**config.mk**
```make
export PLATFORM = sky130hd
export DESIGN_NAME = calorimeter_cluster_sums_flat
export DESIGN_NICKNAME = d
export VERILOG_FILES = /design/src/rtl/ccs_pkg.sv /design/src/rtl/ccs_if.sv /design/src/rtl/calorimeter_cluster_sums.sv /design/src/rtl/ccs_ram.sv /design/src/rtl/ccs_front.sv /design/src/rtl/ccs_queue.sv /design/src/rtl/ccs_back.sv /design/src/flat_wrapper.sv
export SDC_FILE = /design/constraint.sdc
export NUM_CORES = 2
export LEC_CHECK = 0
export BUFFER_PORTS_ARGS = -buffer_cell sky130_fd_sc_hd__buf_4
export CORE_UTILIZATION = 51
export CTS_CLUSTER_DIAMETER = 100
export DETAILED_ROUTE_END_ITERATION = 7
export GPL_TIMING_DRIVEN = 1
export PLACE_DENSITY = 0.76
export SLEW_MARGIN = 20
export SYNTH_ARGS = -nofsm -noshare
export SYNTH_HDL_FRONTEND = slang
export SYNTH_SLANG_ARGS = --single-unit
```
**constraint.sdc**
```tcl
create_clock -name clk -period 5.8 [get_ports clk]
set_input_delay 0.29 -clock clk [delete_from_list [all_inputs] [get_ports clk]]
set_output_delay 0.29 -clock clk [all_outputs]
set_load 0.02 [all_outputs]
```
**src/rtl/ccs_pkg.sv**
```systemverilog
// shared types, constants and saturation helpers for the cluster sum block
package ccs_pkg;

  localparam int GRID_SIDE = 7;
  localparam int AMP_WIDTH = 16;
  localparam int CELLS     = GRID_SIDE * GRID_SIDE;
  localparam int ADDR_W    = $clog2(CELLS);
  localparam int CNT_W     = $clog2(CELLS + 1);
  localparam int RC_W      = $clog2(GRID_SIDE);
  localparam int IDX_W     = 6;
  localparam int CFG_W     = 16;
  localparam int CFG_IDX_W = 1;
  localparam int S1_W      = 16;
  localparam int SUM_W     = 22;
  localparam int FLAG_W    = 4;
  localparam int BIN_W     = 3;
  localparam int BINS      = 5;
  localparam int ACC_W     = AMP_WIDTH + $clog2(CELLS);
  localparam int CMP_W     = (AMP_WIDTH > CFG_W) ? AMP_WIDTH : CFG_W;
  localparam int WIDE_W    = 40;
  localparam int QDEPTH    = 2;
  localparam int QPTR_W    = $clog2(QDEPTH);
  localparam int QCNT_W    = $clog2(QDEPTH + 1);

  localparam logic signed [CFG_W-1:0] BAD_THRESHOLD_RST = CFG_W'(-50);
  localparam logic signed [CFG_W-1:0] MAX_FLOOR_RST     = CFG_W'(-999);

  typedef enum logic [CFG_IDX_W-1:0] {
    REG_BAD_THRESHOLD,
    REG_MAX_FLOOR
  } reg_idx_t;

  typedef struct packed {
    logic                        we;
    logic [ADDR_W-1:0]           addr;
    logic signed [AMP_WIDTH-1:0] data;
  } ram_wr_t;

  typedef struct packed {
    logic                    centre_ok;
    logic [RC_W-1:0]         centre_row;
    logic [RC_W-1:0]         centre_col;
    logic [IDX_W-1:0]        max_index;
    logic signed [ACC_W-1:0] whole_sum;
    logic                    any_bad;
  } job_t;

  function automatic logic signed [SUM_W-1:0] sat_sum(input logic signed [ACC_W-1:0] v);
    logic signed [WIDE_W-1:0] w;
    logic signed [WIDE_W-1:0] hi;
    logic signed [WIDE_W-1:0] lo;
    w  = WIDE_W'(v);
    hi = (WIDE_W'(1) <<< (SUM_W - 1)) - WIDE_W'(1);
    lo = -hi - WIDE_W'(1);
    if (w > hi) return SUM_W'(hi);
    if (w < lo) return SUM_W'(lo);
    return SUM_W'(w);
  endfunction

  function automatic logic signed [S1_W-1:0] sat_amp(input logic signed [ACC_W-1:0] v);
    logic signed [WIDE_W-1:0] w;
    logic signed [WIDE_W-1:0] hi;
    logic signed [WIDE_W-1:0] lo;
    w  = WIDE_W'(v);
    hi = (WIDE_W'(1) <<< (S1_W - 1)) - WIDE_W'(1);
    lo = -hi - WIDE_W'(1);
    if (w > hi) return S1_W'(hi);
    if (w < lo) return S1_W'(lo);
    return S1_W'(w);
  endfunction

endpackage

```
**src/rtl/ccs_if.sv**
```systemverilog
// stream interfaces for crystal items and cluster results
interface ccs_in_if import ccs_pkg::*; ();
  logic                        valid;
  logic                        ready;
  logic signed [AMP_WIDTH-1:0] amplitude;
  logic                        last;
  logic                        use_max;
  logic [IDX_W-1:0]            center_index;

  modport source(output valid, amplitude, last, use_max, center_index, input ready);
  modport sink(input valid, amplitude, last, use_max, center_index, output ready);
endinterface

interface ccs_out_if import ccs_pkg::*; ();
  logic                    valid;
  logic                    ready;
  logic [IDX_W-1:0]        max_index;
  logic signed [S1_W-1:0]  sum_1x1;
  logic signed [SUM_W-1:0] sum_3x3;
  logic signed [SUM_W-1:0] sum_5x5;
  logic signed [SUM_W-1:0] sum_7x7;
  logic [FLAG_W-1:0]       bad_flags;
  logic [BIN_W-1:0]        bin_index;
  logic signed [SUM_W-1:0] column_sum;
  logic signed [SUM_W-1:0] row_sum;
  logic                    last_result;

  modport source(output valid, max_index, sum_1x1, sum_3x3, sum_5x5, sum_7x7, bad_flags,
                 bin_index, column_sum, row_sum, last_result, input ready);
  modport sink(input valid, max_index, sum_1x1, sum_3x3, sum_5x5, sum_7x7, bad_flags,
               bin_index, column_sum, row_sum, last_result, output ready);
endinterface

```
**src/rtl/calorimeter_cluster_sums.sv**
```systemverilog
// top level of the calorimeter cluster sum block
//
// in_item carries one crystal amplitude per transfer, 49 per event in row-major
// order of a 7x7 grid; last marks the final crystal and brings use_max and
// center_index. the front stores each crystal in a 49-entry ram and tracks the
// first maximum, the whole-grid sum and the bad-channel flag as it goes, taking
// one crystal per cycle while in_item.ready is high. on last it queues a job and holds in_item.ready low
// while the back sweeps the ram.
// the back reads one crystal per cycle through the ram's registered read port:
// it takes the job, issues 49 reads, waits out the read register and finishes,
// after which the first result appears. results leave through registered
// outputs, one per cycle while out_res.ready is high; the front takes the next
// event during that time, though not while the back sweeps the ram. a stall
// on out_res holds the current result and, after the next event is loaded,
// in_item as well. reset puts bad_threshold to -50 and max_floor to -999 and
// empties the queue; the ram is not cleared. configuration is written through
// cfg_we, cfg_index, cfg_data; the user writes it only while the block is
// idle, which the block itself does not enforce.
module calorimeter_cluster_sums import ccs_pkg::*; (
  input  logic                 clk,
  input  logic                 rst_n,
  ccs_in_if.sink               in_item,
  ccs_out_if.source            out_res,
  input  logic                 cfg_we,
  input  logic [CFG_IDX_W-1:0] cfg_index,
  input  logic [CFG_W-1:0]     cfg_data
);

  logic signed [CFG_W-1:0] bad_threshold_r;
  logic signed [CFG_W-1:0] max_floor_r;

  job_t                  push_job;
  job_t                  pop_job;
  logic                  q_push;
  logic                  q_pop;
  logic                  q_full;
  logic                  q_empty;
  logic                  release_store;
  ram_wr_t               ram_wr;
  logic [ADDR_W-1:0]     ram_rd_addr;
  logic [AMP_WIDTH-1:0]  ram_rd_data;

  // configuration registers
  always_ff @(posedge clk) begin
    if (!rst_n) begin
      bad_threshold_r <= BAD_THRESHOLD_RST;
      max_floor_r     <= MAX_FLOOR_RST;
    end else if (cfg_we) begin
      unique case (reg_idx_t'(cfg_index))
        REG_BAD_THRESHOLD: bad_threshold_r <= cfg_data;
        REG_MAX_FLOOR:     max_floor_r     <= cfg_data;
      endcase
    end
  end

  // front: store, running maximum, whole sum, bad flag
  ccs_front u_front (
    .clk           (clk),
    .rst_n         (rst_n),
    .in_item       (in_item),
    .bad_threshold (bad_threshold_r),
    .max_floor     (max_floor_r),
    .release_store (release_store),
    .q_full        (q_full),
    .q_push        (q_push),
    .q_job         (push_job),
    .ram_wr        (ram_wr)
  );

  // crystal store shared by front (write) and back (read)
  ccs_ram #(
    .WIDTH (AMP_WIDTH),
    .DEPTH (CELLS)
  ) u_grid_ram (
    .clk     (clk),
    .we      (ram_wr.we),
    .wr_addr (ram_wr.addr),
    .wr_data (ram_wr.data),
    .rd_addr (ram_rd_addr),
    .rd_data (ram_rd_data)
  );

  // event jobs waiting for the back
  ccs_queue u_queue (
    .clk      (clk),
    .rst_n    (rst_n),
    .push     (q_push),
    .push_job (push_job),
    .pop      (q_pop),
    .pop_job  (pop_job),
    .full     (q_full),
    .empty    (q_empty)
  );

  // back: window and profile sums, result transfers
  ccs_back u_back (
    .clk           (clk),
    .rst_n         (rst_n),
    .q_empty       (q_empty),
    .q_job         (pop_job),
    .q_pop         (q_pop),
    .ram_rd_addr   (ram_rd_addr),
    .ram_rd_data   (ram_rd_data),
    .bad_threshold (bad_threshold_r),
    .release_store (release_store),
    .out_res       (out_res)
  );

`ifndef NO_ASSERTIONS
  // a job is never offered to a full queue
  a_queue_room: assert property (@(posedge clk) disable iff (!rst_n)
    q_push |-> !q_full)
    else $error("job pushed into full queue");

  // while the back finishes its sweep the store stays locked against new crystals
  a_store_locked: assert property (@(posedge clk) disable iff (!rst_n)
    release_store |-> !in_item.ready)
    else $error("input open while store still being read");

  // the event's closing result carries the final profile bin
  a_last_bin: assert property (@(posedge clk) disable iff (!rst_n)
    (out_res.valid && out_res.last_result) |-> (out_res.bin_index == BIN_W'(BINS - 1)))
    else $error("last result on wrong bin");
`endif

endmodule

```
**src/rtl/ccs_ram.sv**
```systemverilog
// generic single-write, single-read ram with registered read data
module ccs_ram #(
  parameter int WIDTH = 16,
  parameter int DEPTH = 49
) (
  input  logic                     clk,
  input  logic                     we,
  input  logic [$clog2(DEPTH)-1:0] wr_addr,
  input  logic [WIDTH-1:0]         wr_data,
  input  logic [$clog2(DEPTH)-1:0] rd_addr,
  output logic [WIDTH-1:0]         rd_data
);

  logic [WIDTH-1:0] mem [DEPTH];
  logic [WIDTH-1:0] rd_data_r;

  always_ff @(posedge clk) begin
    if (we) begin
      mem[wr_addr] <= wr_data;
    end
    rd_data_r <= mem[rd_addr];
  end

  assign rd_data = rd_data_r;

endmodule

```
**src/rtl/ccs_front.sv**
```systemverilog
// front end: stores crystals, tracks maximum, whole sum and bad channels
module ccs_front import ccs_pkg::*; (
  input  logic                    clk,
  input  logic                    rst_n,
  ccs_in_if.sink                  in_item,
  input  logic signed [CFG_W-1:0] bad_threshold,
  input  logic signed [CFG_W-1:0] max_floor,
  input  logic                    release_store,
  input  logic                    q_full,
  output logic                    q_push,
  output job_t                    q_job,
  output ram_wr_t                 ram_wr
);

  function automatic logic [RC_W-1:0] idx_row(input logic [IDX_W-1:0] idx);
    logic [RC_W-1:0] r;
    r = '0;
    for (int k = 1; k < GRID_SIDE; k++) begin
      if (idx >= IDX_W'(k * GRID_SIDE)) r = RC_W'(k);
    end
    return r;
  endfunction

  logic [CNT_W-1:0]        wc_r;
  logic [RC_W-1:0]         wr_row_r;
  logic [RC_W-1:0]         wr_col_r;
  logic signed [CMP_W-1:0] best_value_r;
  logic [IDX_W-1:0]        best_index_r;
  logic [RC_W-1:0]         best_row_r;
  logic [RC_W-1:0]         best_col_r;
  logic signed [ACC_W-1:0] whole_r;
  logic                    any_bad_r;
  logic                    busy_r;

  logic                    accept;
  logic                    store_ok;
  logic                    first;
  logic                    take;
  logic signed [CMP_W-1:0] amp_x;
  logic signed [CMP_W-1:0] cur_best;
  logic signed [CMP_W-1:0] best_value_nxt;
  logic [IDX_W-1:0]        best_index_nxt;
  logic [RC_W-1:0]         best_row_nxt;
  logic [RC_W-1:0]         best_col_nxt;
  logic signed [ACC_W-1:0] whole_nxt;
  logic                    any_bad_nxt;
  logic [RC_W-1:0]         ci_row;
  logic [RC_W-1:0]         ci_col;
  logic [IDX_W-1:0]        ci_base;

  assign in_item.ready = !busy_r && !q_full;
  assign accept        = in_item.valid && in_item.ready;
  assign store_ok      = wc_r < CNT_W'(CELLS);
  assign first         = wc_r == '0;
  assign amp_x         = CMP_W'(in_item.amplitude);

  always_comb begin
    cur_best       = first ? CMP_W'(max_floor) : best_value_r;
    take           = amp_x > cur_best;
    best_value_nxt = take ? amp_x : cur_best;
    best_index_nxt = take ? IDX_W'(wc_r) : (first ? IDX_W'(CELLS) : best_index_r);
    best_row_nxt   = take ? wr_row_r : best_row_r;
    best_col_nxt   = take ? wr_col_r : best_col_r;
    whole_nxt      = (first ? '0 : whole_r) + ACC_W'(in_item.amplitude);
    any_bad_nxt    = (!first && any_bad_r) || (amp_x < CMP_W'(bad_threshold));
  end

  // explicit centre: row by compare table, column by remainder
  assign ci_row  = idx_row(in_item.center_index);
  assign ci_base = IDX_W'(ci_row * GRID_SIDE);
  assign ci_col  = RC_W'(in_item.center_index - ci_base);

  assign q_push = accept && store_ok && in_item.last;

  always_comb begin
    q_job.max_index = best_index_nxt;
    q_job.whole_sum = whole_nxt;
    q_job.any_bad   = any_bad_nxt;
    if (in_item.use_max) begin
      q_job.centre_ok  = best_index_nxt != IDX_W'(CELLS);
      q_job.centre_row = best_row_nxt;
      q_job.centre_col = best_col_nxt;
    end else begin
      q_job.centre_ok  = in_item.center_index < IDX_W'(CELLS);
      q_job.centre_row = ci_row;
      q_job.centre_col = ci_col;
    end
  end

  assign ram_wr.we   = accept && store_ok;
  assign ram_wr.addr = wc_r[ADDR_W-1:0];
  assign ram_wr.data = in_item.amplitude;

  always_ff @(posedge clk) begin
    if (!rst_n) begin
      wc_r     <= '0;
      wr_row_r <= '0;
      wr_col_r <= '0;
      busy_r   <= 1'b0;
    end else begin
      if (q_push) begin
        busy_r <= 1'b1;
      end else if (release_store) begin
        busy_r <= 1'b0;
      end
      if (accept && store_ok) begin
        best_value_r <= best_value_nxt;
        best_index_r <= best_index_nxt;
        best_row_r   <= best_row_nxt;
        best_col_r   <= best_col_nxt;
        whole_r      <= whole_nxt;
        any_bad_r    <= any_bad_nxt;
        if (in_item.last) begin
          wc_r     <= '0;
          wr_row_r <= '0;
          wr_col_r <= '0;
        end else begin
          wc_r <= wc_r + CNT_W'(1);
          if (wr_col_r == RC_W'(GRID_SIDE - 1)) begin
            wr_col_r <= '0;
            wr_row_r <= wr_row_r + RC_W'(1);
          end else begin
            wr_col_r <= wr_col_r + RC_W'(1);
          end
        end
      end
    end
  end

endmodule

```
**src/rtl/ccs_queue.sv**
```systemverilog
// short job queue between front and back
module ccs_queue import ccs_pkg::*; (
  input  logic clk,
  input  logic rst_n,
  input  logic push,
  input  job_t push_job,
  input  logic pop,
  output job_t pop_job,
  output logic full,
  output logic empty
);

  job_t              q_r [QDEPTH];
  logic [QPTR_W-1:0] wr_ptr_r;
  logic [QPTR_W-1:0] rd_ptr_r;
  logic [QCNT_W-1:0] cnt_r;
  logic              do_push;
  logic              do_pop;

  assign full    = cnt_r == QCNT_W'(QDEPTH);
  assign empty   = cnt_r == '0;
  assign do_push = push && !full;
  assign do_pop  = pop && !empty;
  assign pop_job = q_r[rd_ptr_r];

  always_ff @(posedge clk) begin
    if (do_push) begin
      q_r[wr_ptr_r] <= push_job;
    end
  end

  always_ff @(posedge clk) begin
    if (!rst_n) begin
      wr_ptr_r <= '0;
      rd_ptr_r <= '0;
      cnt_r    <= '0;
    end else begin
      if (do_push) begin
        wr_ptr_r <= (wr_ptr_r == QPTR_W'(QDEPTH - 1)) ? '0 : wr_ptr_r + QPTR_W'(1);
      end
      if (do_pop) begin
        rd_ptr_r <= (rd_ptr_r == QPTR_W'(QDEPTH - 1)) ? '0 : rd_ptr_r + QPTR_W'(1);
      end
      if (do_push && !do_pop) begin
        cnt_r <= cnt_r + QCNT_W'(1);
      end else if (do_pop && !do_push) begin
        cnt_r <= cnt_r - QCNT_W'(1);
      end
    end
  end

endmodule

```
**src/rtl/ccs_back.sv**
```systemverilog
// back end: sweeps the stored grid for window and profile sums, emits results
module ccs_back import ccs_pkg::*; (
  input  logic                    clk,
  input  logic                    rst_n,
  input  logic                    q_empty,
  input  job_t                    q_job,
  output logic                    q_pop,
  output logic [ADDR_W-1:0]       ram_rd_addr,
  input  logic [AMP_WIDTH-1:0]    ram_rd_data,
  input  logic signed [CFG_W-1:0] bad_threshold,
  output logic                    release_store,
  ccs_out_if.source               out_res
);

  typedef enum logic [1:0] {B_IDLE, B_SWEEP, B_FINISH, B_EMIT} bstate_t;

  localparam logic [RC_W+1:0] HALF0 = (RC_W + 2)'(0);
  localparam logic [RC_W+1:0] HALF1 = (RC_W + 2)'(1);
  localparam logic [RC_W+1:0] HALF2 = (RC_W + 2)'(2);

  function automatic logic in_win(input logic [RC_W-1:0] r, input logic [RC_W-1:0] c,
                                  input logic [RC_W-1:0] cr, input logic [RC_W-1:0] cc,
                                  input logic [RC_W+1:0] h);
    logic [RC_W+1:0] re;
    logic [RC_W+1:0] ce;
    logic [RC_W+1:0] cre;
    logic [RC_W+1:0] cce;
    re  = (RC_W + 2)'(r);
    ce  = (RC_W + 2)'(c);
    cre = (RC_W + 2)'(cr);
    cce = (RC_W + 2)'(cc);
    return (re + h >= cre) && (re <= cre + h) && (ce + h >= cce) && (ce <= cce + h);
  endfunction

  function automatic logic off_grid(input logic [RC_W-1:0] cr, input logic [RC_W-1:0] cc,
                                    input logic [RC_W+1:0] h);
    logic [RC_W+1:0] cre;
    logic [RC_W+1:0] cce;
    cre = (RC_W + 2)'(cr);
    cce = (RC_W + 2)'(cc);
    return (cre < h) || (cce < h) || (cre + h >= (RC_W + 2)'(GRID_SIDE)) ||
           (cce + h >= (RC_W + 2)'(GRID_SIDE));
  endfunction

  bstate_t                 state_r;
  logic [RC_W-1:0]         cr_r;
  logic [RC_W-1:0]         cc_r;
  logic [IDX_W-1:0]        max_index_r;
  logic signed [ACC_W-1:0] whole_r;
  logic                    any_bad_r;
  logic [ADDR_W-1:0]       iss_addr_r;
  logic [RC_W-1:0]         iss_row_r;
  logic [RC_W-1:0]         iss_col_r;
  logic                    iss_done_r;
  logic                    rd_valid_r;
  logic                    rd_last_r;
  logic [RC_W-1:0]         rd_row_r;
  logic [RC_W-1:0]         rd_col_r;
  logic signed [ACC_W-1:0] acc1_r;
  logic signed [ACC_W-1:0] acc3_r;
  logic signed [ACC_W-1:0] acc5_r;
  logic                    f1_r;
  logic                    f3_r;
  logic                    f5_r;
  logic signed [ACC_W-1:0] col_acc_r [BINS];
  logic signed [ACC_W-1:0] row_acc_r [BINS];
  logic                    out_valid_r;
  logic signed [S1_W-1:0]  s1_out_r;
  logic signed [SUM_W-1:0] s3_out_r;
  logic signed [SUM_W-1:0] s5_out_r;
  logic signed [SUM_W-1:0] s7_out_r;
  logic [FLAG_W-1:0]       flags_out_r;
  logic [BIN_W-1:0]        bin_r;
  logic signed [SUM_W-1:0] col_out_r [BINS];
  logic signed [SUM_W-1:0] row_out_r [BINS];

  logic signed [ACC_W-1:0] a;
  logic                    a_bad;
  logic                    w1;
  logic                    w3;
  logic                    w5;
  logic                    prow_ok;
  logic                    pcol_ok;

  assign a       = ACC_W'($signed(ram_rd_data));
  assign a_bad   = CMP_W'($signed(ram_rd_data)) < CMP_W'(bad_threshold);
  assign w1      = in_win(rd_row_r, rd_col_r, cr_r, cc_r, HALF0);
  assign w3      = in_win(rd_row_r, rd_col_r, cr_r, cc_r, HALF1);
  assign w5      = in_win(rd_row_r, rd_col_r, cr_r, cc_r, HALF2);
  assign prow_ok = (rd_row_r >= RC_W'(1)) && (rd_row_r <= RC_W'(BINS));
  assign pcol_ok = (rd_col_r >= RC_W'(1)) && (rd_col_r <= RC_W'(BINS));

  assign q_pop         = (state_r == B_IDLE) && !q_empty;
  assign release_store = state_r == B_FINISH;
  assign ram_rd_addr   = iss_addr_r;

  assign out_res.valid       = out_valid_r;
  assign out_res.max_index   = max_index_r;
  assign out_res.sum_1x1     = s1_out_r;
  assign out_res.sum_3x3     = s3_out_r;
  assign out_res.sum_5x5     = s5_out_r;
  assign out_res.sum_7x7     = s7_out_r;
  assign out_res.bad_flags   = flags_out_r;
  assign out_res.bin_index   = bin_r;
  assign out_res.column_sum  = col_out_r[0];
  assign out_res.row_sum     = row_out_r[0];
  assign out_res.last_result = bin_r == BIN_W'(BINS - 1);

  always_ff @(posedge clk) begin
    if (!rst_n) begin
      state_r     <= B_IDLE;
      out_valid_r <= 1'b0;
      rd_valid_r  <= 1'b0;
      iss_done_r  <= 1'b1;
      iss_addr_r  <= '0;
    end else begin
      rd_valid_r <= (state_r == B_SWEEP) && !iss_done_r;
      rd_last_r  <= iss_addr_r == ADDR_W'(CELLS - 1);
      rd_row_r   <= iss_row_r;
      rd_col_r   <= iss_col_r;

      // one stored crystal per cycle into every sum that covers it
      if (rd_valid_r) begin
        if (w1) acc1_r <= acc1_r + a;
        if (w3) acc3_r <= acc3_r + a;
        if (w5) acc5_r <= acc5_r + a;
        f1_r <= f1_r || (w1 && a_bad);
        f3_r <= f3_r || (w3 && a_bad);
        f5_r <= f5_r || (w5 && a_bad);
        for (int j = 0; j < BINS; j++) begin
          if (prow_ok && rd_col_r == RC_W'(j + 1)) col_acc_r[j] <= col_acc_r[j] + a;
          if (pcol_ok && rd_row_r == RC_W'(j + 1)) row_acc_r[j] <= row_acc_r[j] + a;
        end
      end

      unique case (state_r)
        B_IDLE: begin
          if (!q_empty) begin
            cr_r        <= q_job.centre_row;
            cc_r        <= q_job.centre_col;
            max_index_r <= q_job.max_index;
            whole_r     <= q_job.whole_sum;
            any_bad_r   <= q_job.any_bad;
            f1_r        <= !q_job.centre_ok;
            f3_r        <= !q_job.centre_ok ||
                           off_grid(q_job.centre_row, q_job.centre_col, HALF1);
            f5_r        <= !q_job.centre_ok ||
                           off_grid(q_job.centre_row, q_job.centre_col, HALF2);
            acc1_r      <= '0;
            acc3_r      <= '0;
            acc5_r      <= '0;
            for (int j = 0; j < BINS; j++) begin
              col_acc_r[j] <= '0;
              row_acc_r[j] <= '0;
            end
            iss_addr_r <= '0;
            iss_row_r  <= '0;
            iss_col_r  <= '0;
            iss_done_r <= 1'b0;
            state_r    <= B_SWEEP;
          end
        end
        B_SWEEP: begin
          if (!iss_done_r) begin
            if (iss_addr_r == ADDR_W'(CELLS - 1)) begin
              iss_done_r <= 1'b1;
            end else begin
              iss_addr_r <= iss_addr_r + ADDR_W'(1);
            end
            if (iss_col_r == RC_W'(GRID_SIDE - 1)) begin
              iss_col_r <= '0;
              iss_row_r <= iss_row_r + RC_W'(1);
            end else begin
              iss_col_r <= iss_col_r + RC_W'(1);
            end
          end
          if (rd_valid_r && rd_last_r) begin
            state_r <= B_FINISH;
          end
        end
        B_FINISH: begin
          s1_out_r    <= f1_r ? '0 : sat_amp(acc1_r);
          s3_out_r    <= f3_r ? '0 : sat_sum(acc3_r);
          s5_out_r    <= f5_r ? '0 : sat_sum(acc5_r);
          s7_out_r    <= any_bad_r ? '0 : sat_sum(whole_r);
          flags_out_r <= {any_bad_r, f5_r, f3_r, f1_r};
          for (int j = 0; j < BINS; j++) begin
            col_out_r[j] <= sat_sum(col_acc_r[j]);
            row_out_r[j] <= sat_sum(row_acc_r[j]);
          end
          bin_r       <= '0;
          out_valid_r <= 1'b1;
          state_r     <= B_EMIT;
        end
        B_EMIT: begin
          if (out_res.ready) begin
            for (int j = 0; j < BINS - 1; j++) begin
              col_out_r[j] <= col_out_r[j + 1];
              row_out_r[j] <= row_out_r[j + 1];
            end
            bin_r <= bin_r + BIN_W'(1);
            if (bin_r == BIN_W'(BINS - 1)) begin
              out_valid_r <= 1'b0;
              state_r     <= B_IDLE;
            end
          end
        end
        default: begin
          state_r <= B_IDLE;
        end
      endcase
    end
  end

endmodule
```
**src/flat_wrapper.sv**
```systemverilog
// flat-port wrapper written by rule: the top's interface ports become plain ports
module calorimeter_cluster_sums_flat import ccs_pkg::*;
  (clk, rst_n, cfg_we, cfg_index, cfg_data, in_item_valid, in_item_amplitude, in_item_last, in_item_use_max, in_item_center_index, in_item_ready, out_res_valid, out_res_max_index, out_res_sum_1x1, out_res_sum_3x3, out_res_sum_5x5, out_res_sum_7x7, out_res_bad_flags, out_res_bin_index, out_res_column_sum, out_res_row_sum, out_res_last_result, out_res_ready);
  ccs_in_if in_item_i ();
  ccs_out_if out_res_i ();
  input  logic clk;
  input  logic rst_n;
  input  logic cfg_we;
  input  logic [CFG_IDX_W-1:0] cfg_index;
  input  logic [CFG_W-1:0] cfg_data;
  input wire logic [$bits(in_item_i.valid)-1:0] in_item_valid;
  input wire logic [$bits(in_item_i.amplitude)-1:0] in_item_amplitude;
  input wire logic [$bits(in_item_i.last)-1:0] in_item_last;
  input wire logic [$bits(in_item_i.use_max)-1:0] in_item_use_max;
  input wire logic [$bits(in_item_i.center_index)-1:0] in_item_center_index;
  output wire logic [$bits(in_item_i.ready)-1:0] in_item_ready;
  output wire logic [$bits(out_res_i.valid)-1:0] out_res_valid;
  output wire logic [$bits(out_res_i.max_index)-1:0] out_res_max_index;
  output wire logic [$bits(out_res_i.sum_1x1)-1:0] out_res_sum_1x1;
  output wire logic [$bits(out_res_i.sum_3x3)-1:0] out_res_sum_3x3;
  output wire logic [$bits(out_res_i.sum_5x5)-1:0] out_res_sum_5x5;
  output wire logic [$bits(out_res_i.sum_7x7)-1:0] out_res_sum_7x7;
  output wire logic [$bits(out_res_i.bad_flags)-1:0] out_res_bad_flags;
  output wire logic [$bits(out_res_i.bin_index)-1:0] out_res_bin_index;
  output wire logic [$bits(out_res_i.column_sum)-1:0] out_res_column_sum;
  output wire logic [$bits(out_res_i.row_sum)-1:0] out_res_row_sum;
  output wire logic [$bits(out_res_i.last_result)-1:0] out_res_last_result;
  input wire logic [$bits(out_res_i.ready)-1:0] out_res_ready;
  assign in_item_i.valid = in_item_valid;
  assign in_item_i.amplitude = in_item_amplitude;
  assign in_item_i.last = in_item_last;
  assign in_item_i.use_max = in_item_use_max;
  assign in_item_i.center_index = in_item_center_index;
  assign in_item_ready = in_item_i.ready;
  assign out_res_valid = out_res_i.valid;
  assign out_res_max_index = out_res_i.max_index;
  assign out_res_sum_1x1 = out_res_i.sum_1x1;
  assign out_res_sum_3x3 = out_res_i.sum_3x3;
  assign out_res_sum_5x5 = out_res_i.sum_5x5;
  assign out_res_sum_7x7 = out_res_i.sum_7x7;
  assign out_res_bad_flags = out_res_i.bad_flags;
  assign out_res_bin_index = out_res_i.bin_index;
  assign out_res_column_sum = out_res_i.column_sum;
  assign out_res_row_sum = out_res_i.row_sum;
  assign out_res_last_result = out_res_i.last_result;
  assign out_res_i.ready = out_res_ready;
  calorimeter_cluster_sums u_core (.clk(clk), .rst_n(rst_n), .in_item(in_item_i), .out_res(out_res_i), .cfg_we(cfg_we), .cfg_index(cfg_index), .cfg_data(cfg_data));
endmodule
```
Yosys cells after proc, flatten, opt, wreduce, memory -nomap -nowiden --
Memory sizes are Yosys's and may differ from the RTL's. A register that Yosys moved wholly into a read port is not among the register bits. Cells that the tools add are included.
Operators by class: add/sub/neg operators 38, multipliers 1, order comparisons 63, eq/ne operators 26, muxes and demuxes 320, bitwise gates (word level) 20, reductions and logical operators 77
Operators by type and width (count):
- two-way mux 22 bit | 103
- adder 22 x 16 -> 22 bit | 13
- greater-than comparator 22 bit (second input constant) | 13
- < comparator 22 bit (second input constant) | 13
- two-way mux 1 bit | 174
- two-way mux 16 bit | 6
- two-way mux 3 bit | 17
- logical AND 1 bit | 36
- two-way mux 6 bit | 6
- < comparator 16 bit | 2
- adder 3 x 1 -> 4 bit (second input constant) | 6
- adder 3 x 2 -> 4 bit (second input constant) | 6
- adder 22 bit | 1
- greater-than comparator 22 x 16 -> 1 bit (second input constant) | 1
- < comparator 22 x 16 -> 1 bit (second input constant) | 1
- == test 3 bit (second input constant) | 7
- OR 1 bit | 18
- one-hot mux 3 bit (2 select lines) | 3
- >= comparator 4 x 3 -> 1 bit | 4
- >= comparator 4 x 3 -> 1 bit (second input constant) | 4
- greater-than comparator 16 bit | 1
- <= comparator 3 x 4 -> 1 bit | 4
- adder 3 x 1 -> 3 bit (second input constant) | 5
- adder 6 x 1 -> 6 bit (second input constant) | 2
- other kinds (39) | 99
Word-level totals: bits in registers 317, bits in writable memories 1296, memories kept 6
Memories:
- u_core.u_grid_ram.mem | depth 49, bits a word 16, rd ports 1, clocked after memory_dff 1, wr ports 1, RTL line ccs_ram.sv:14 | logic [WIDTH-1:0] mem [DEPTH];
- u_core.u_back.col_acc_r | depth 5, bits a word 22, rd ports 5, clocked after memory_dff 0, wr ports 5, RTL line ccs_back.sv:65 | logic signed [ACC_W-1:0] col_acc_r [BINS];
- u_core.u_back.col_out_r | depth 5, bits a word 22, rd ports 5, clocked after memory_dff 0, wr ports 5, RTL line ccs_back.sv:74 | logic signed [SUM_W-1:0] col_out_r [BINS];
- u_core.u_back.row_acc_r | depth 5, bits a word 22, rd ports 5, clocked after memory_dff 0, wr ports 5, RTL line ccs_back.sv:66 | logic signed [ACC_W-1:0] row_acc_r [BINS];
- u_core.u_back.row_out_r | depth 5, bits a word 22, rd ports 5, clocked after memory_dff 0, wr ports 5, RTL line ccs_back.sv:75 | logic signed [SUM_W-1:0] row_out_r [BINS];
- u_core.u_queue.q_r | depth 2, bits a word 36, rd ports 1, clocked after memory_dff 1, wr ports 1, RTL line ccs_queue.sv:13 | job_t q_r [QDEPTH];

Depth between registers and ports, before layout --
An unclocked memory read counts as a cell.
depth in word-level cells 13, depth in mapped cells 19, depth with buffers taken out 16

By module --
A second synthesis with hierarchy kept.
Second synthesis, totals: cell total of the unflattened synthesis 6171, area, all modules 79401.2 µm²
By module, submodules not included:
- ccs_back | instances 1, cells each 4014, area each 39595.5 µm², seq. area each 17416.7 µm²
- ccs_ram | instances 1, cells each 1357, area each 30530.5 µm², seq. area each 23862.9 µm²
- ccs_front | instances 1, cells each 518, area each 5037.3 µm², seq. area each 1791.7 µm²
- ccs_queue | instances 1, cells each 137, area each 2829.0 µm², seq. area each 2262.2 µm²
- calorimeter_cluster_sums | instances 1, cells each 145, area each 1408.9 µm², seq. area each 640.6 µm²

Worst setup path before layout --
Ideal clock, no wire load.
path kind register -> register, start register u_core.u_back.state_r[0], end memory u_core.u_back.col_out_r[0][0] (enable), setup time 1.426 ns, data arrival time 4.355 ns, path slack 0.019 ns, cell stages (with the launch flop) 6, buffers on the path 2, period minus slack after synthesis 5.781 ns, cells stage by stage dfxtp_1 > ha_1 > nand3_1 > clkbuf_1 > clkbuf_1 > nand2_1
RTL lines:
- from (decl) | RTL line ccs_back.sv:45 | bstate_t state_r;
- from (signal assigned) | RTL line ccs_back.sv:111 | state_r <= B_IDLE;
- from (signal assigned) | RTL line ccs_back.sv:160 | state_r <= B_SWEEP;
- from (signal assigned) | RTL line ccs_back.sv:178 | state_r <= B_FINISH;
- to (decl) | RTL line ccs_back.sv:74

==> reports/summary.txt <==
drt initial violations = 4646
Starting Density = 51.3%
number of cells on the critical path = 14
Synth warnings = 0
ys flop type = edfxtp_1
Arr. time, crit path = 5.60 ns
critical path's top delay family = simple AND/OR/NAND/NOR gates
clk root buf = clkbuf_16
#FFs+latches synth = 1630
final worst slack = 0.734 ns
grt ovf = 0
RSZ-0062 raised after global routing = false
Critical Path Sink Type = flip-flop
I/O Buffers = 187
drt wl/cell = 24.1 um
slowest CP cell = or3b_2
TritonCTS clock tree = built
total wire length = 197000 um
commonest non-fill, non-tap cell in the layout = edfxtp_1
pwr dens = 392 nW/um^2
initial antenna violation count = 3
status = finished, final reports clean
Die ar. = 154000 sq um
crit-path max FO = 21
first-pass iteration count of the detailed router = 7
dominant cell type by area after synthesis = edfxtp_1
worst slew pin tran = 1.12 ns
Syn Area/Cell = 13.4 sq um
Mapped Area = 78000 sq um
top-area cell type share of the netlist area = 51.3%
P_int = 0.0236 W
Finish-stage setup viols = 0
Reg clk slew, reported paths = 0.06 ns
num ports = 188
Area Overhead vs Synth = 12.5%
final setup TNS = 0 ns
CP bufs+invs = 1
MaxCap Viol Count = 0
drt drc = 0
vias in the first global route = 48.1k
Vias/cell = 6.05
gr usage total = 25.4%
worst vdd ir = 312 uV
post-route minimum period = 5.07 ns
Async S/R FF share, synth = 0%
Psw = 0.0107 W
combinational power share = 25.7%
most used cell, CP = o21ai_0
Cell variety after synth = 91
sequential area share after synthesis = 59.0%
NumNets Final = 6471
GP Congestion = 0.896
row cnt = 143
Via Count = 49.5k
placed cells = 7832
fin cells = 8178
pin count of the biggest net entering global routing = 95
Final Cycle Share = 87.3%
post-synthesis cell count = 5825
Die Span X = 393 um
core box area = 152000 sq um
Clock Sinks = 1630
Worst-Skew Late Latency = 0.82 ns
first-pass GRT wire length = 294000 um
most frequent cells in the layout = edfxtp_1 (1333), nand2_1 (459), a21oi_1 (407), ha_1 (404), nor2_1 (337)
Pins Over Slew Limit = 0
Req. time, crit path = 6.34 ns
Synth area leaders = edfxtp_1 (51%), dfxtp_1 (7.6%), mux4_2 (7.4%), ha_1 (6.5%), mux2_2 (3.2%)
post-route ant nets = 0
worst-case clock skew = 0.0589 ns
Die H = 393 um
slowest stage delay, CP = 0.82 ns
LEAKAGE = 32.4 nW
sequential share of power = 42.5%
Worst slew margin = 24.8%
crit path cell chain = or3_1 > or3b_2 > buf_4 > and2_1 > ha_1 > nor2b_1 > o21a_1 > o21ai_0 > a2111oi_0 > o41ai_1 > o21ai_0 > a21o_1 > a21oi_1 > xnor2_1
type of the most critical hold path = primary input to flip-flop
DP Wirelength = 124000 um
Crit Path Category = flip-flop to flip-flop
startpoint types = flip-flop
postcts setup bufs = 0
number of flops mapped to enable cells by yosys = 1333
Hold Fails Final Rpt = 0
CTS max path bufs = 3
clock share of power = 31.8%
H-tree levels = 4
layout filler cell count = 11.5k
syn nets = 6292
worst slack at placement = 0.819 ns
Fmax achieved = 197 MHz
share of layout cells above drive strength 1 = 18.5%
worst hold path depth = 4
R2R cell count = 14
switch share = 31.2%
CTS buffer count = 166
==> path summary, 6_finish.rpt <==
| kind | slack, ns | from | end |
|---|---|---|---|
| max | 0.73 | u_core.u_front.wc_r[5] | u_core.u_queue.q_r[0][21] |
| min | 0.05 | in_item_center_index[5] | u_core.u_queue.q_r[1][34] |
| max reg2reg | 0.73 | u_core.u_front.wc_r[5] | u_core.u_queue.q_r[0][21] |
| min reg2reg | 0.46 | u_core.u_back.col_acc_r[0][109] | u_core.u_back.col_out_r[1][21] |
==> tightest hold or removal path, cell delays in order <==
cell and delay [ns]:
buf_4 0.13, a31oi_1 0.05, nor2_1 0.14, a21o_1 0.13
==> repair_timing <==
action	CTS	global route
gates resized for setup	0	0
endpoints found under the hold margin	115	0
hold buffers	34	0
==> synthesized netlist by cell type, types with 17 or more instances <==
| library cell | count |
|---|---|
| edfxtp_1 | 1333 |
| nand2_1 | 461 |
| a21oi_1 | 408 |
| ha_1 | 404 |
| nor2_1 | 379 |
| dfxtp_1 | 297 |
| mux4_2 | 256 |
| clkbuf_1 | 224 |
| mux2_2 | 224 |
| o21ai_0 | 196 |
| inv_1 | 158 |
| a21o_1 | 148 |
| xnor2_1 | 133 |
| nor2b_1 | 114 |
| nand3_1 | 111 |
| xor2_1 | 81 |
| nor3_1 | 78 |
| mux2i_1 | 62 |
| a211oi_1 | 54 |
| and2_1 | 46 |
| buf_4 | 44 |
| nand2b_1 | 44 |
| a31oi_1 | 42 |
| and3_1 | 42 |
| o21a_1 | 36 |
| o21bai_1 | 35 |
| or3_1 | 31 |
| o211ai_1 | 30 |
| buf_2 | 29 |
| nand4_1 | 28 |
| buf_1 | 19 |
| o31ai_1 | 18 |
| fa_1 | 17 |
| nor4_1 | 17 |
| nor4b_1 | 17 |
==> registers in the layout, summed over array words and instances (netlist names), 16 cells and up, named ones only <==
name and cells:
u_core.u_grid_ram.rd_data 16, u_core.u_back.row_acc_r 110, u_core.u_back.acc5_r 22, u_core.u_back.col_acc_r 110
u_core.max_floor_r 16, u_core.u_grid_ram.mem 784, u_core.u_queue.q_r 72, u_core.u_back.out_res.sum_5x5 22
u_core.u_front.best_value_r 16, u_core.u_back.col_out_r 110, u_core.u_back.whole_r 22, u_core.u_back.acc1_r 22
u_core.u_back.out_res.sum_3x3 22, u_core.u_back.acc3_r 22, u_core.u_back.out_res.sum_7x7 22, u_core.bad_threshold_r 16
u_core.u_front.whole_r 22, u_core.u_back.row_out_r 110, u_core.u_back.out_res.sum_1x1 16
==> power groups by stage <==
stage               clock network, W  logic (W)  registers (W)
floorplan                          0    0.00620         0.0147
global placement                   0    0.00842         0.0148
detailed placement                 0    0.00872         0.0149
CTS                           0.0111    0.00881         0.0146
global route                  0.0115    0.00966         0.0147
finish                        0.0109    0.00883         0.0146
==> metal layers <==
metal,vias up,GRT usage (%),wire (um)
met3,399,4.72,16200
li1,22404,-,-
met4,4,9.47,6990
met1,24470,33.8,79400
met5,-,0,23
met2,2189,41.5,94100
==> cell type report <==
| cell class | instances | area (sq um) | share of cell area, % |
|---|---|---|---|
| Inverter | 158 | 606 | 0.691 |
| Sequential cell | 1630 | 46000 | 52.5 |
| Multi-Input combinational cell | 3721 | 30200 | 34.4 |
| Antenna cell | 4 | 10.0 | 0.0114 |
| Timing Repair Buffer | 327 | 2690 | 3.07 |
| Tap cell | 2030 | 2540 | 2.90 |
| Clock inverter | 85 | 982 | 1.12 |
| Clock buffer | 223 | 4640 | 5.30 |
==> kinds of logic (layout without fill, tap and decap cells) <==
group,after synthesis,count (layout),synth area share [%]
xor gates and xnor gates,214,214,2.40
buffers and inverters,474,793,2.54
adders and majority gates,421,421,6.92
other,0,4,0
AOI/OAI and AO/OA,1102,1102,8.96
and+or+nand+nor,1442,1442,8.77
DFF,1630,1630,59.0
muxes,542,542,11.4
==> through the flow <==
step                util [%]  power, W  hold slack [ns]  cell area, sq um
floorplan                  -    0.0209            0.389             78000
global route            57.7    0.0359           0.0279             87700
detailed placement      53.8    0.0236            0.442             81700
finish                  57.7    0.0344           0.0452             87700
CTS                     57.7    0.0345          0.00754             87600
global placement        53.7    0.0233            0.427             81600
No activity file was read; power rests on OpenSTA's default activity.
